**src/sv/scfr_pkg.sv**
```systemverilog
package scfr_pkg;

    localparam logic [7:0]  SYNC_HI   = 8'hAA;
    localparam logic [7:0]  SYNC_LO   = 8'hBB;
    localparam logic [7:0]  TAIL_HI   = 8'hCC;
    localparam logic [7:0]  TAIL_LO   = 8'hDD;
    localparam logic [15:0] MIN_FRAME = 16'd11;

    localparam logic FUNC_BYTE    = 1'b0;
    localparam logic FUNC_TIMEOUT = 1'b1;

    localparam logic KIND_PAYLOAD = 1'b0;
    localparam logic KIND_STATUS  = 1'b1;

    typedef enum logic [2:0] {
        ST_OK      = 3'd0,
        ST_SYNC    = 3'd1,
        ST_LEN     = 3'd2,
        ST_TRAIL   = 3'd3,
        ST_SUM     = 3'd4,
        ST_TIMEOUT = 3'd5
    } t_status;

    typedef struct packed {
        logic       func;
        logic [7:0] rx_byte;
    } t_in;

    typedef struct packed {
        logic       kind;
        logic [7:0] data_byte;
        logic       last_payload;
        t_status    status;
        logic [8:0] payload_length;
    } t_out;

    typedef struct packed {
        logic valid;
        t_out data;
    } t_res;

endpackage

```
**src/sv/sum_checked_frame_receiver_unit.sv**
```systemverilog
// The result register presents a result in the cycle after its byte is accepted.
// Throughput: one input transaction per cycle when the input is not stalled; the state
// update is a single pass from the parser registers to the result register.
// Input is stalled only while a result is held and the output side stalls.
// Reset is synchronous and active low; it clears the parser state and the output valid.
module sum_checked_frame_receiver_unit #(
    parameter int MAX_FRAME = 512
) (
    input  logic           i_clk,
    input  logic           i_rst_n,
    input  logic           i_in_valid,
    input  scfr_pkg::t_in  i_in_data,
    output logic           o_in_stall,
    output logic           o_out_valid,
    output scfr_pkg::t_out o_out_data,
    input  logic           i_out_stall
);

    logic           accept;
    scfr_pkg::t_res res;
    logic           busy;

    assign o_in_stall = busy;
    assign accept     = i_in_valid && !busy;

    scfr_parser #(
        .MAX_FRAME(MAX_FRAME)
    ) u_parser (
        .i_clk    (i_clk),
        .i_rst_n  (i_rst_n),
        .i_accept (accept),
        .i_item   (i_in_data),
        .o_res    (res)
    );

    scfr_out_reg u_out (
        .i_clk   (i_clk),
        .i_rst_n (i_rst_n),
        .i_load  (accept),
        .i_res   (res),
        .i_stall (i_out_stall),
        .o_busy  (busy),
        .o_valid (o_out_valid),
        .o_data  (o_out_data)
    );

endmodule

```
**src/sv/scfr_parser.sv**
```systemverilog
module scfr_parser #(
    parameter int MAX_FRAME = 512
) (
    input  logic           i_clk,
    input  logic           i_rst_n,
    input  logic           i_accept,
    input  scfr_pkg::t_in  i_item,
    output scfr_pkg::t_res o_res
);

    localparam int PW = $clog2(MAX_FRAME + 1);
    localparam int LW = (PW > 9) ? PW : 9;

    logic [PW-1:0] r_pos, n_pos;
    logic [PW-1:0] r_len, n_len;
    logic [7:0]    r_sum, n_sum;
    logic          r_sync, n_sync;
    logic [7:0]    r_prev, n_prev;

    logic [7:0]    sum_b;
    logic [15:0]   len16;
    logic [LW-1:0] plen;

    assign sum_b = r_sum + i_item.rx_byte;
    assign len16 = {r_prev, i_item.rx_byte};
    assign plen  = LW'(r_len) - LW'(scfr_pkg::MIN_FRAME);

    always_comb begin
        logic restart;
        logic advance;
        restart = 1'b0;
        advance = 1'b0;
        n_pos  = r_pos;
        n_len  = r_len;
        n_sum  = r_sum;
        n_sync = r_sync;
        n_prev = r_prev;
        o_res  = '0;
        o_res.data.status = scfr_pkg::ST_OK;

        if (i_item.func == scfr_pkg::FUNC_TIMEOUT) begin
            if (r_pos != '0) begin
                o_res.valid = 1'b1;
                o_res.data.kind = scfr_pkg::KIND_STATUS;
                o_res.data.status = scfr_pkg::ST_TIMEOUT;
                restart = 1'b1;
            end
        end else if (r_pos < PW'(4)) begin
            advance = 1'b1;
            if (r_pos == PW'(0)) begin
                n_sync = (i_item.rx_byte == scfr_pkg::SYNC_HI);
            end else if (r_pos == PW'(1)) begin
                n_sync = r_sync && (i_item.rx_byte == scfr_pkg::SYNC_LO);
            end else if (r_pos == PW'(3)) begin
                if (!r_sync) begin
                    o_res.valid = 1'b1;
                    o_res.data.kind = scfr_pkg::KIND_STATUS;
                    o_res.data.status = scfr_pkg::ST_SYNC;
                    restart = 1'b1;
                    advance = 1'b0;
                end else if (len16 < scfr_pkg::MIN_FRAME || len16 > 16'(MAX_FRAME)) begin
                    o_res.valid = 1'b1;
                    o_res.data.kind = scfr_pkg::KIND_STATUS;
                    o_res.data.status = scfr_pkg::ST_LEN;
                    restart = 1'b1;
                    advance = 1'b0;
                end else begin
                    n_len = len16[PW-1:0];
                end
            end
        end else begin
            if (r_pos >= PW'(8) && r_pos <= r_len - PW'(4)) begin
                o_res.valid = 1'b1;
                o_res.data.kind = scfr_pkg::KIND_PAYLOAD;
                o_res.data.data_byte = i_item.rx_byte;
                o_res.data.last_payload = (r_pos == r_len - PW'(4));
            end
            if (r_pos == r_len - PW'(1)) begin
                o_res.valid = 1'b1;
                o_res.data.kind = scfr_pkg::KIND_STATUS;
                o_res.data.payload_length = plen[8:0];
                if (r_prev != scfr_pkg::TAIL_HI || i_item.rx_byte != scfr_pkg::TAIL_LO) begin
                    o_res.data.status = scfr_pkg::ST_TRAIL;
                end else if (sum_b != 8'd0) begin
                    o_res.data.status = scfr_pkg::ST_SUM;
                end else begin
                    o_res.data.status = scfr_pkg::ST_OK;
                end
                restart = 1'b1;
            end else begin
                advance = 1'b1;
            end
        end

        if (advance) begin
            n_sum  = sum_b;
            n_prev = i_item.rx_byte;
            n_pos  = r_pos + PW'(1);
        end
        if (restart) begin
            n_pos  = '0;
            n_len  = '0;
            n_sum  = '0;
            n_sync = 1'b1;
            n_prev = '0;
        end
    end

    always_ff @(posedge i_clk) begin
        if (!i_rst_n) begin
            r_pos  <= '0;
            r_len  <= '0;
            r_sum  <= '0;
            r_sync <= 1'b1;
            r_prev <= '0;
        end else if (i_accept) begin
            r_pos  <= n_pos;
            r_len  <= n_len;
            r_sum  <= n_sum;
            r_sync <= n_sync;
            r_prev <= n_prev;
        end
    end

    a_len_range: assert property (@(posedge i_clk) disable iff (!i_rst_n)
        r_pos >= PW'(4) |-> (PW'(11) <= r_len) && (16'(r_len) <= 16'(MAX_FRAME)))
        else $error("frame length out of range inside a frame");

    a_timeout_restart: assert property (@(posedge i_clk) disable iff (!i_rst_n)
        i_accept && i_item.func == scfr_pkg::FUNC_TIMEOUT && r_pos != '0
        |=> r_pos == '0 && r_sum == 8'd0 && r_sync)
        else $error("timeout did not restart parsing");

    a_pos_step: assert property (@(posedge i_clk) disable iff (!i_rst_n)
        i_accept && i_item.func == scfr_pkg::FUNC_BYTE
        && !(o_res.valid && o_res.data.kind == scfr_pkg::KIND_STATUS)
        |=> r_pos == $past(r_pos) + PW'(1))
        else $error("byte position did not advance");

    a_pos_bound: assert property (@(posedge i_clk) disable iff (!i_rst_n)
        r_pos >= PW'(4) |-> r_pos < r_len)
        else $error("byte position passed the frame end");

endmodule

```
**src/sv/scfr_out_reg.sv**
```systemverilog
module scfr_out_reg (
    input  logic           i_clk,
    input  logic           i_rst_n,
    input  logic           i_load,
    input  scfr_pkg::t_res i_res,
    input  logic           i_stall,
    output logic           o_busy,
    output logic           o_valid,
    output scfr_pkg::t_out o_data
);

    logic           r_valid;
    scfr_pkg::t_out r_data;

    assign o_busy  = r_valid && i_stall;
    assign o_valid = r_valid;
    assign o_data  = r_data;

    always_ff @(posedge i_clk) begin
        if (!i_rst_n) begin
            r_valid <= 1'b0;
        end else if (!o_busy) begin
            r_valid <= i_load && i_res.valid;
        end
    end

    always_ff @(posedge i_clk) begin
        if (!o_busy && i_load && i_res.valid) begin
            r_data <= i_res.data;
        end
    end

endmodule

```
**config.mk**
```make
export PLATFORM = sky130hd
export DESIGN_NAME = sum_checked_frame_receiver_unit
export DESIGN_NICKNAME = d
export VERILOG_FILES = /design/src/sv/scfr_pkg.sv /design/src/sv/sum_checked_frame_receiver_unit.sv /design/src/sv/scfr_parser.sv /design/src/sv/scfr_out_reg.sv
export SDC_FILE = /design/constraint.sdc
export NUM_CORES = 1
export LEC_CHECK = 0
export BUFFER_PORTS_ARGS = -buffer_cell sky130_fd_sc_hd__buf_2
export CORE_ASPECT_RATIO = 0.8
export CORE_UTILIZATION = 54
export CTS_BUF_LIST = sky130_fd_sc_hd__clkbuf_8 sky130_fd_sc_hd__clkbuf_16
export DETAILED_ROUTE_END_ITERATION = 8
export GPL_ROUTABILITY_DRIVEN = 0
export GPL_TIMING_DRIVEN = 0
export PLACE_DENSITY_LB_ADDON = 0.05
export SETUP_SLACK_MARGIN = 0.15
export SYNTH_ARGS = -nofsm -noshare
export SYNTH_HDL_FRONTEND = slang
export SYNTH_SLANG_ARGS = --single-unit
```
**constraint.sdc**
```tcl
create_clock -name i_clk -period 3.5 [get_ports i_clk]
set_input_delay 0.175 -clock i_clk [delete_from_list [all_inputs] [get_ports i_clk]]
set_output_delay 0.175 -clock i_clk [all_outputs]
set_load 0.02 [all_outputs]
```
# Yosys cells after proc, flatten, opt, wreduce, memory -nomap -nowiden
# Index checks and enable logic that the tools add are counted.
[totals]
input_bits = 13
out_inout_bits = 24
word_cells = 115
reg_bits = 60
[classes]
add_sub_neg = 5
eq_ne = 12
n_bitwise = 2
reduce_logical = 23
n_lt_le_gt_ge = 5
muxes = 57
[op_table]
columns = ["cell", "count"]
rows = [
  ["10-bit two-way mux", 10],
  ["8-bit two-way mux", 4],
  ["3-bit two-way mux", 9],
  ["1-bit two-way mux", 22],
  ["10-bit equality test", 2],
  ["2-bit two-way mux", 10],
  ["8-bit equality test, second input constant", 2],
  ["16-bit by 10-bit greater-than comparator with 1-bit output, second input constant", 1],
  ["16-bit by 4-bit < comparator with 1-bit output, second input constant", 1],
  ["8-bit != test, second input constant", 2],
  ["12-bit two-way mux", 1],
  ["11-bit two-way mux", 1],
  ["10-bit by 1-bit adder with 10-bit output, second input constant", 1],
  ["10-bit by 1-bit equality test with 1-bit output, second input constant", 1],
  ["10-bit by 2-bit equality test with 1-bit output, second input constant", 1],
  ["10-bit by 4-bit >= comparator with 1-bit output, second input constant", 1],
  ["10-bit <= comparator", 1],
  ["10-bit zero test", 1],
  ["10-bit by 3-bit < comparator with 1-bit output, second input constant", 1],
  ["10-bit nonzero test", 1],
  ["10-bit by 1-bit subtractor with 10-bit output, second input constant", 1],
  ["10-bit by 3-bit subtractor with 10-bit output, second input constant", 1],
  ["9-bit by 4-bit subtractor with 9-bit output, second input constant", 1],
  ["8-bit adder", 1],
  ["13 further kinds", 27],
]

# Longest topological paths before layout
# Gate-level depths: netlist of run 1.
[depth]
depth_word = 11
ltp_mapped = 13
mapped_depth_nobuf = 12

# Hierarchy
# From an unflattened synthesis of run 1, not the netlist that was laid out.
[hier_totals]
hier_cells = 397
area_unflattened_um2 = 3652.3
[modules_own_cells]
columns = ["module", "seq_area_each_um2", "area_each_um2", "instances", "cells_per_inst"]
rows = [
  ["scfr_parser", 740.7, 2924.1, 1, 368],
  ["scfr_out_reg", 680.7, 714.4, 1, 28],
  ["sum_checked_frame_receiver_unit", 0.0, 13.8, 1, 1],
]

# Worst setup path after synthesis of run 1
# Ideal clock, no wire load.
[synth_timing]
kind = "reg-to-reg"
start = "reg u_parser.r_len[2]"
end = "reg u_out.r_data, in the netlist u_out.o_data[0], enable pin"
setup_slack_ns = 0.193
required_ns = 3.119
period_less_slack_ns = 3.307
path_buffers = 1
arrival_time_ns = 2.926
setup_time_ns = 0.381
path_stages_with_launch = 12
cell_sequence = "dfxtp_1 clkbuf_1 nor3_2 nor3b_1 xnor2_1 ha_1 a211oi_1 nor2_1 a2111oi_0 o21ai_0 o211ai_1 a22o_1"
[synth_between]
elab_chain_len = 8
elab_cells_between_ends = 10
classes_between = "2 x add/sub; 1 x order compare; 1 x eq/ne; 4 x mux; 2 x reduce/logical"
[synth_lines]
columns = ["element", "line", "text"]
rows = [
  ["start: declaration", "scfr_parser.sv:15", "logic [PW-1:0] r_len, n_len;"],
  ["start signal: assignment", "scfr_parser.sv:118", "r_len <= n_len;"],
  ["10-bit by 3-bit subtractor with 10-bit output", "scfr_parser.sv:72", "if (r_pos >= PW'(8) && r_pos <= r_len - PW'(4)) begin"],
  ["10-bit <= comparator", "scfr_parser.sv:72", ""],
  ["1-bit logical AND", "scfr_parser.sv:72", ""],
  ["11-bit two-way mux", "scfr_parser.sv:72", ""],
  ["2-bit two-way mux (*)", "scfr_parser.sv:78", "if (r_pos == r_len - PW'(1)) begin"],
  ["2-bit two-way mux (*)", "scfr_parser.sv:48", "end else if (r_pos < PW'(4)) begin"],
  ["2-bit two-way mux (*)", "scfr_parser.sv:41", "if (i_item.func == scfr_pkg::FUNC_TIMEOUT) begin"],
  ["1-bit logical AND (*)", "scfr_out_reg.sv:28", "if (!o_busy && i_load && i_res.valid) begin"],
  ["end signal: assignment", "scfr_out_reg.sv:29", "r_data <= i_res.data;"],
  ["end: declaration", "scfr_out_reg.sv:13", "scfr_pkg::t_out r_data;"],
]
# Mark *: on every way between the ends. The rest lies on a longest branch, timed or not.
# A chain may end at the register's enable or synchronous reset.

# Worst setup path in the final report of run 1
[layout_timing]
start = "reg u_parser.r_len[2]"
end = "reg u_out.r_data, in the netlist u_out.o_data[9], enable pin"
# The elaborated chain is that of the path after synthesis.

==> results.toml, run 1 <==
[run_status]
status = "completed"

[global_route]
busiest_layer = "met2"
antenna_found_initial = 0
grt_pass1_wl_um = 13400
grtUsageMet3 = 0.0629
grt_use_total = 0.255
grt_pass1_vias = 2637
grt-ovfl-total = 0
grt_max_degree = 24
gr-usage-met1 = 0.359
met2_usage = 0.389

[pwr]
netSwitchingFraction = 0.270
power_density_nw_per_um2 = 403
p_leak_nw = 1.83
p_clk_frac = 0.422
pwr-share-seq = 0.450
p_sw_uw = 456
internal_power_mw = 1.24
ir_drop_uv = 309
pwr-share-comb = 0.127

[critical_path]
worstPathCellList = "buf_2 > inv_1 > ha_1 > xnor2_1 > ha_1 > nand2_1 > o21ai_0 > a2111oi_1 > o21ai_1 > o211ai_1 > buf_4 > a22o_4"
cp_max_fo = 11
cpMostUsedCell = "ha_1"
worstPathRequired_ns = 3.55
crit_path_start_kind = "register"
crit_path_end_kind = "register"
slowest_delay_ns = 0.41
rrSetupSlack_ns = 0.33
path_class = "reg2reg"
critPathSlowestCell = "a2111oi_1"
cp.arrival_ns = 3.22

[timing]
worst_pin_slew_ns = 0.848
max-slew-margin-rel = 0.430
rsz0062_at_grt = "false"
fin_crit_sh = 0.905
min_period_ns = 3.17
setup_viol = 0
totalNegativeSetupSlack_ns = 0
hold_viol = 0
whs_ns = 0.0933
slew_viol_final = 0
fin_worst_skew_ns = 0.0150
fmax_mhz = 316
layout_setup_ws_ns = 0.331

[routing]
drc = 0
finalWirelength_um = 8780
drtIter0Drc = 170
via_count = 3008
wl_per_cell_um = 17.4
viasPerCell = 5.96
drtPass1Iterations = 4
antenna_left = 0

[clock_network]
hold_buffers = 0
clkTransAtPathRegs_ns = 0.08
clock_sinks = 60
cts_tree = "done"
clk_latency_ns = 0.35
htreeDepth = 3
cts-root-buf = "clkbuf_8"
cts_buffers = 9
cts_buffer_depth = 2

[floorplan]
die_height_um = 75.5
die_area_um2 = 7080
core-area_um2 = 6440
start_util = 0.565
ioPinCount = 37
die_w_um = 93.8
row_count = 26

[cells_and_area]
syn_to_final_growth_pct = 15.3
utilization = 0.652
drive_gt1_frac = 0.204
design_area_um2 = 4200
fin_nets = 455
antennaDiodeCount = 0

[yosys]
yosys_most_used_dff = "dfxtp_1"
ys_async_sr_fraction = 0
yosysWarnings = 0
syn_area_per_cell_um2 = 9.87
postSynthCellCount = 369
syn_area_um2 = 3640
syn_nets = 408
ys_ff_latch = 60
synth_edf_count = 22
seq_area_frac_synth = 0.390
yosysUniqueCellTypes = 61

[placed_design]
io_buffers = 33
dp_hpwl_um = 6020
place_area_um2 = 3910
preCtsSetupSlack_ns = -0.382

[flow_run]
drv_cap = 0

[hold_path]
hold_path.class = "in2reg"
[synthesized netlist by cell type, types with 3 or more instances]
library cell	number	area (um2)
dfxtp_1	38	761
nor2_1	34	128
a22o_1	25	219
ha_1	25	313
nand2_1	23	86.3
edfxtp_1	22	661
xnor2_1	19	166
xor2_1	19	166
inv_1	14	52.6
nand3_1	13	65.1
a21oi_1	12	60.1
nor3_1	12	60.1
and2_1	11	68.8
buf_2	9	45.0
nand4_1	9	56.3
o21ai_0	7	35.0
clkbuf_1	6	22.5
a211oi_1	5	37.5
nor4_1	5	31.3
and3_1	4	25.0
a21o_1	3	22.5
o31ai_1	3	22.5
[sequential cells by signal (all words and copies together), names as in the netlist]
signal / flops
u_out.o_data: 22
u_out.o_valid: 1
u_parser.r_len: 10
u_parser.r_pos: 10
u_parser.r_prev: 8
u_parser.r_sum: 8
u_parser.r_sync: 1
[cells by family (layout without fill, tap and decap cells)]
kind of cell / count (synthesis) / after routing / share of synthesized area
AND/OR/NAND/NOR: 132 / 132 / 0.194
XOR/XNOR: 38 / 38 / 0.0914
AO/OA/AOI/OAI: 80 / 82 / 0.188
buffers and inverters: 31 / 81 / 0.0392
multiplexers: 2 / 2 / 0.00584
flip-flops: 60 / 60 / 0.390
adder cells (fa/ha/maj): 26 / 26 / 0.0914
[layout by cell type (no fill, tap or decap), types with 6 or more instances in the layout]
cell	Yosys	layout
inv_1	14	14
nand2_1	23	23
dfxtp_1	38	38
edfxtp_1	22	22
nor3_1	12	12
buf_2	9	43
nand4_1	9	9
a22o_1	25	24
and2_1	11	11
ha_1	25	25
clkbuf_8	0	9
o21ai_0	7	6
a21oi_1	12	12
nand3_1	13	13
xnor2_1	19	19
xor2_1	19	19
nor2_1	34	33
[metal layers]
layer	vias up	part of all wire
met1	1441	0.49
met4	0	0.013
met3	13	0.049
met5	-	0
met2	82	0.45
li1	1472	-
[timing repair]
action                                  4_1_cts  5_1_grt
endpoints found under the setup margin       32       46
resized for setup                             3        8
pin swaps                                     0        3
buffers inserted                              0        1
cloned                                        0        2
[path summary, 6_finish.rpt]
kind / from / end / cells past startpoint
max: u_parser.r_len[2]$_SDFFE_PN0P_ / u_out.o_data[9]$_DFFE_PP_ / 12
min: i_in_data[7] / u_parser.r_len[7]$_SDFFE_PN0P_ / 2
min reg2reg: u_parser.r_sum[7]$_SDFFE_PN0P_ / u_parser.r_sum[7]$_SDFFE_PN0P_ / 2
max reg2reg: u_parser.r_len[2]$_SDFFE_PN0P_ / u_out.o_data[9]$_DFFE_PP_ / 12
[layout make-up]
| class | count | area, um2 |
|---|---|---|
| repair buffers | 34 | 173 |
| well taps | 84 | 105 |
| plain buffers | 17 | 91.3 |
| inverters | 14 | 52.6 |
| clock inverters | 7 | 98.8 |
| clock buffers | 9 | 124 |
| multi-input cells | 280 | 2130 |
| flip-flops and latches | 60 | 1420 |
| fillers | 542 | 2240 |
[power groups by stage]
stage	logic, mW	registers [mW]	clock network, mW
detailed placement	0.206	0.777	0
CTS	0.209	0.762	0.716
global placement	0.203	0.777	0
finish	0.216	0.762	0.714
global route	0.235	0.764	0.750
floorplan	0.137	0.787	0
[through the flow]
step,total power [mW],cells
5_1_grt,1.75,505
3_5_place_dp,0.983,486
6_report,1.69,505
4_1_cts,1.69,502
3_3_place_gp,0.980,486
2_1_floorplan,0.924,369
[worst max-delay path, delay by kind of cell, from the launching register on]
kind / cells / cell delay (ns)
DFF: 1 / 0.39
buffers and inverters: 3 / 0.52
xor gates and xnor gates: 1 / 0.27
AOI/OAI and AO/OA: 5 / 1.02
and+or+nand+nor: 1 / 0.07
adders and majority gates: 2 / 0.58
Note: power is estimated with default switching activity, not from simulation.
==> run 2: changes to the inputs <==
CELL_PAD_IN_SITES_DETAIL_PLACEMENT = 2   (was not set)
CELL_PAD_IN_SITES_GLOBAL_PLACEMENT = 2   (was not set)
CORE_UTILIZATION = 34   (was 54)
==> run 2 against run 1 <==
Net effect: design area up 5.1%; combinational power up 4%; clock skew down 0.0087 ns; routed wire length up 30%; register-to-register slack worse by 0.03 ns; global-route usage down 3.6 points; critical path type unchanged; sequential cell count unchanged; clock power up 26%; critical endpoint is now u_out.o_data[10]$_SDFFCE_PP0P_; first-iteration DRC count down 22%; power up 12%; via count up 2.1%.
==> results.toml, run 2 (synthesis results as in run 1) <==
[run_status]
status = "completed"

[cells_and_area]
syn_to_final_growth_pct = 21.2
antennaDiodeCount = 0
drive_gt1_frac = 0.228
design_area_um2 = 4410
utilization = 0.428
final_cell_mix = "buf_2 (42), dfxtp_1 (37), nor2_1 (33), ha_1 (25), a22o_1 (24)"
fin_nets = 460
layout_commonest_cell = "buf_2"
largest_reg_flops = 22

[pwr]
ir_drop_uv = 212
p_sw_uw = 503
pwr-share-comb = 0.119
netSwitchingFraction = 0.266
p_leak_nw = 1.90
power_density_nw_per_um2 = 428
power_mw = 1.89
internal_power_mw = 1.39
p_clk_frac = 0.477
pwr-share-seq = 0.404

[critical_path]
path_buf_inv = 2
critPathSlowestCell = "a2111oi_2"
worstPathCellList = "clkbuf_4 > nor3_4 > nor3b_2 > xnor2_1 > ha_1 > a211oi_1 > nor2_1 > a2111oi_2 > o21ai_2 > o211ai_1 > buf_4 > a22o_4"
worstPathRequired_ns = 3.53
worst_path_dominant_cell_family = "compound AO/OA/AOI/OAI gates"
cp.arrival_ns = 3.23
crit_path_start_kind = "register"
path_class = "reg2reg"
slowest_delay_ns = 0.41
crit_path_end_kind = "register"
cp_max_fo = 11

[routing]
antenna_left = 0
drtIter0Drc = 132
wl_per_cell_um = 20.1
viasPerCell = 5.43
finalWirelength_um = 11400
drc = 0
drtPass1Iterations = 4
via_count = 3071

[floorplan]
ioPinCount = 37
die_area_um2 = 11100
start_util = 0.353
row_count = 33
die_w_um = 118
core-area_um2 = 10300
die_height_um = 94.6

[clock_network]
clock_sinks = 60
clk_latency_ns = 0.34
htreeDepth = 3
cts-root-buf = "clkbuf_16"
cts_buffers = 9
cts_tree = "done"
clkTransAtPathRegs_ns = 0.06
cts_buffer_depth = 2

[timing]
fin_crit_sh = 0.915
setup_viol = 0
min_period_ns = 3.20
slew_viol_final = 0
rsz0062_at_grt = "false"
hold_viol = 0
max-slew-margin-rel = 0.351
totalNegativeSetupSlack_ns = 0
fin_worst_skew_ns = 0.00631
worst_pin_slew_ns = 0.965
fmax_mhz = 312

[placed_design]
dp_hpwl_um = 8170
io_buffers = 33
place_area_um2 = 3980

[flow_run]
drv_cap = 0

[global_route]
antenna_found_initial = 0
grt_max_degree = 13
grt_pass1_vias = 3247
grt_pass1_wl_um = 18300
grt_use_total = 0.219
grt-ovfl-total = 0

[hold_path]
hold_path.class = "in2reg"
## run 2: worst paths after layout
| kind | slack [ns] | to | cells after the start | startpoint |
|---|---|---|---|---|
| max | 0.30 | u_out.o_data[10]$_SDFFCE_PP0P_ | 12 | u_parser.r_len[2]$_SDFFE_PN0P_ |
| max reg2reg | 0.30 | u_out.o_data[10]$_SDFFCE_PP0P_ | 12 | u_parser.r_len[2]$_SDFFE_PN0P_ |
| min | 0.11 | u_parser.r_prev[7]$_SDFFE_PN0P_ | 2 | i_in_data[7] |
| min reg2reg | 0.47 | u_parser.r_sum[5]$_SDFFE_PN0P_ | 2 | u_parser.r_sum[5]$_SDFFE_PN0P_ |
## run 2: routing by layer
layer	GRT usage	vias to the layer above	part of all wire
met5	0	-	0
met1	0.297	1541	0.51
met4	0.0812	0	0.016
met2	0.349	44	0.44
met3	0.0399	13	0.028
li1	-	1473	-
## run 2: final cells by class
| class | count | area (um2) |
|---|---|---|
| fillers | 1128 | 5910 |
| multi-input cells | 280 | 2160 |
| flip-flops and latches | 60 | 1420 |
| clock buffers | 9 | 225 |
| repair buffers | 39 | 210 |
| well taps | 140 | 175 |
| plain buffers | 17 | 93.8 |
| clock inverters | 7 | 75.1 |
| inverters | 14 | 52.6 |
## run 2: power by group through the flow
stage / clock network (mW) / logic (mW) / registers [mW]
4_1_cts: 0.919 / 0.227 / 0.763
5_1_grt: 0.948 / 0.246 / 0.766
6_report: 0.901 / 0.225 / 0.763
2_1_floorplan: 0 / 0.137 / 0.787
3_3_place_gp: 0 / 0.211 / 0.777
3_5_place_dp: 0 / 0.218 / 0.778
## run 2: metrics by stage
| step | std cells | setup WS, ns | hold WS, ns |
|---|---|---|---|
| finish | 566 | 0.296 | 0.113 |
| detailed placement | 542 | -0.690 | 0.463 |
| global route | 566 | 0.158 | 0.124 |
| CTS | 562 | 0.160 | 0.105 |
| global placement | 542 | -0.633 | 0.445 |
| floorplan | 369 | 0.193 | 0.301 |
## run 2: repair_timing
action | in CTS | in global routing
gates cloned | 2 | 0
pin swaps | 3 | 2
setup endpoints to repair | 32 | 23
setup buffers | 2 | 4
hold buffers | 0 | 0
hold endpoints to repair | 0 | 0
gates resized for setup | 9 | 8
==> run 3: changes to the inputs <==
CORE_UTILIZATION = 30   (was 34)
==> run 3 against run 2 <==
Net effect: the flow now finishes with violations (DRC); first-iteration DRC count is 17% lower; critical path depth stayed put; utilization decreased by 4.7 points; setup slack improved by 0.041 ns; sequential power barely moved; routed wire length rose by 2.3%; sequential share of layout area down 0.18 points; combinational power up 3%; worst hold slack got worse by 0.0036 ns.
==> results.toml, run 3 (synthesis results as in run 1) <==
[run_status]
status = "finished, violations left"
violations = "DRC"

[pwr]
ir_drop_uv = 216
power_density_nw_per_um2 = 427
p_leak_nw = 1.90

[clock_network]
clkTransAtPathRegs_ns = 0.06
hold_buffers = 0
cts_buffers = 9
htreeDepth = 3
clock_sinks = 60
cts-root-buf = "clkbuf_16"
clk_latency_ns = 0.34
cts_tree = "done"
cts_buffer_depth = 2

[floorplan]
die_area_um2 = 12600
row_count = 35
core-area_um2 = 11600
die_height_um = 101
start_util = 0.313
ioPinCount = 37
die_w_um = 125

[routing]
finalWirelength_um = 11600
drc = 6
viasPerCell = 5.30
antenna_left = 0
drtIter0Drc = 110
wl_per_cell_um = 20.3
via_count = 3039
drtPass1Iterations = 6

[global_route]
grt_pass1_vias = 3163
grt_use_total = 0.195
grt_pass1_wl_um = 18300
grt_max_degree = 13
grt-ovfl-total = 0
antenna_found_initial = 0

[critical_path]
crit_path_start = "u_parser.r_len[2]$_SDFFE_PN0P_"
crit_path_end_kind = "register"
cp.arrival_ns = 3.20
critPathCapture = "u_out.o_data[12]$_SDFFCE_PP0P_"
worstPathRequired_ns = 3.54
worst_path_dominant_cell_family = "compound AO/OA/AOI/OAI gates"
worst-r2r-cell-count = 12
crit_path_start_kind = "register"
path_buf_inv = 2
slowest_delay_ns = 0.36
path_class = "reg2reg"
cp.depth = 12
critPathSlowestCell = "dfxtp_1"
worstPathCellList = "buf_2 > nor3_4 > nor3b_2 > xnor2_1 > ha_1 > a211oi_1 > nor2_1 > a2111oi_2 > o21ai_1 > o211ai_1 > buf_4 > a22o_4"
cp_max_fo = 8
timing.rr.start = "u_parser.r_len[2]$_SDFFE_PN0P_"
rrSetupSlack_ns = 0.34
rr_endpoint = "u_out.o_data[12]$_SDFFCE_PP0P_"

[hold_path]
hold_depth = 2
hold_path.class = "in2reg"

[timing]
worst_pin_slew_ns = 1.02
fmax_mhz = 316
min_period_ns = 3.16
max-slew-margin-rel = 0.315
fin_crit_sh = 0.904
layout_setup_ws_ns = 0.338
slew_viol_final = 0
whs_ns = 0.109
totalNegativeSetupSlack_ns = 0
setup_viol = 0
hold_viol = 0
fin_worst_skew_ns = 0.00607
rsz0062_at_grt = "false"

[placed_design]
io_buffers = 33
preCtsSetupSlack_ns = -0.801
placed_cells = 550
dp_hpwl_um = 8220

[cells_and_area]
final_cells = 573
drive_gt1_frac = 0.224
layout_commonest_cell = "buf_2"
syn_to_final_growth_pct = 21.8
fillCellCount = 1293
final_cell_mix = "buf_2 (43), dfxtp_1 (38), nor2_1 (33), a22o_1 (24), ha_1 (24)"
antennaDiodeCount = 0
fin_nets = 459
largest_reg_flops = 22

[flow_run]
drv_cap = 0
-- run 3: worst register-to-register path, stage by stage (launching register included) --
cell and delay [ns]:
dfxtp_1 0.36, buf_2 0.21, nor3_4 0.21, nor3b_2 0.22
xnor2_1 0.16, ha_1 0.27, a211oi_1 0.27, nor2_1 0.10
a2111oi_2 0.35, o21ai_1 0.15, o211ai_1 0.11, buf_4 0.22
a22o_4 0.22
-- run 3: worst min-delay path by stage --
stage / startpoint / endpoint
detailed placement: i_in_data[7] / u_parser.r_prev[7]$_SDFFE_PN0P_
finish: i_in_data[7] / u_parser.r_len[7]$_SDFFE_PN0P_
CTS: i_in_data[7] / u_parser.r_len[7]$_SDFFE_PN0P_
floorplan: i_in_data[0] / u_parser.r_prev[0]$_SDFFE_PN0P_
global route: i_in_data[7] / u_parser.r_len[7]$_SDFFE_PN0P_
global placement: i_in_data[7] / u_parser.r_prev[7]$_SDFFE_PN0P_
-- run 3: layout make-up --
| type | count | area, um2 | area share |
|---|---|---|---|
| clock inverters | 7 | 75.1 | 0.0169 |
| well taps | 148 | 185 | 0.0417 |
| plain buffers | 17 | 92.6 | 0.0209 |
| clock buffers | 9 | 225 | 0.0508 |
| inverters | 14 | 52.6 | 0.0118 |
| repair buffers | 37 | 195 | 0.0440 |
| flip-flops and latches | 60 | 1420 | 0.320 |
| multi-input cells | 281 | 2190 | 0.493 |
-- run 3: repair_timing --
action	4_1_cts	5_1_grt
setup buffers	1	3
pin swaps	4	2
gates cloned	2	1
gates resized for setup	11	8
setup endpoints to repair	33	58
-- run 3: power breakdown --
part / internal, mW / switching [mW] / total, mW / leakage, nW
Sequential: 0.747 / 0.0176 / 0.765 / 0.513
Clock: 0.552 / 0.343 / 0.896 / 0.138
Combinational: 0.0860 / 0.146 / 0.232 / 1.25
-- run 3: routing by layer --
layer	global-route usage	wire length, um	vias to the layer above
li1	-	-	1474
met1	0.280	6240	1511
met2	0.294	4990	43
met3	0.0334	255	11
met4	0.0647	147	0
met5	0	0	-
-- run 3: metrics by stage --
| stage | area [um2] | utilization | total power, mW |
|---|---|---|---|
| after floorplan | 3640 | - | 0.924 |
| after global placement | 3990 | 0.343 | 0.992 |
| after detailed placement | 3990 | 0.343 | 0.999 |
| after CTS | 4380 | 0.376 | 1.91 |
| after global routing | 4440 | 0.381 | 1.97 |
| final | 4440 | 0.381 | 1.89 |
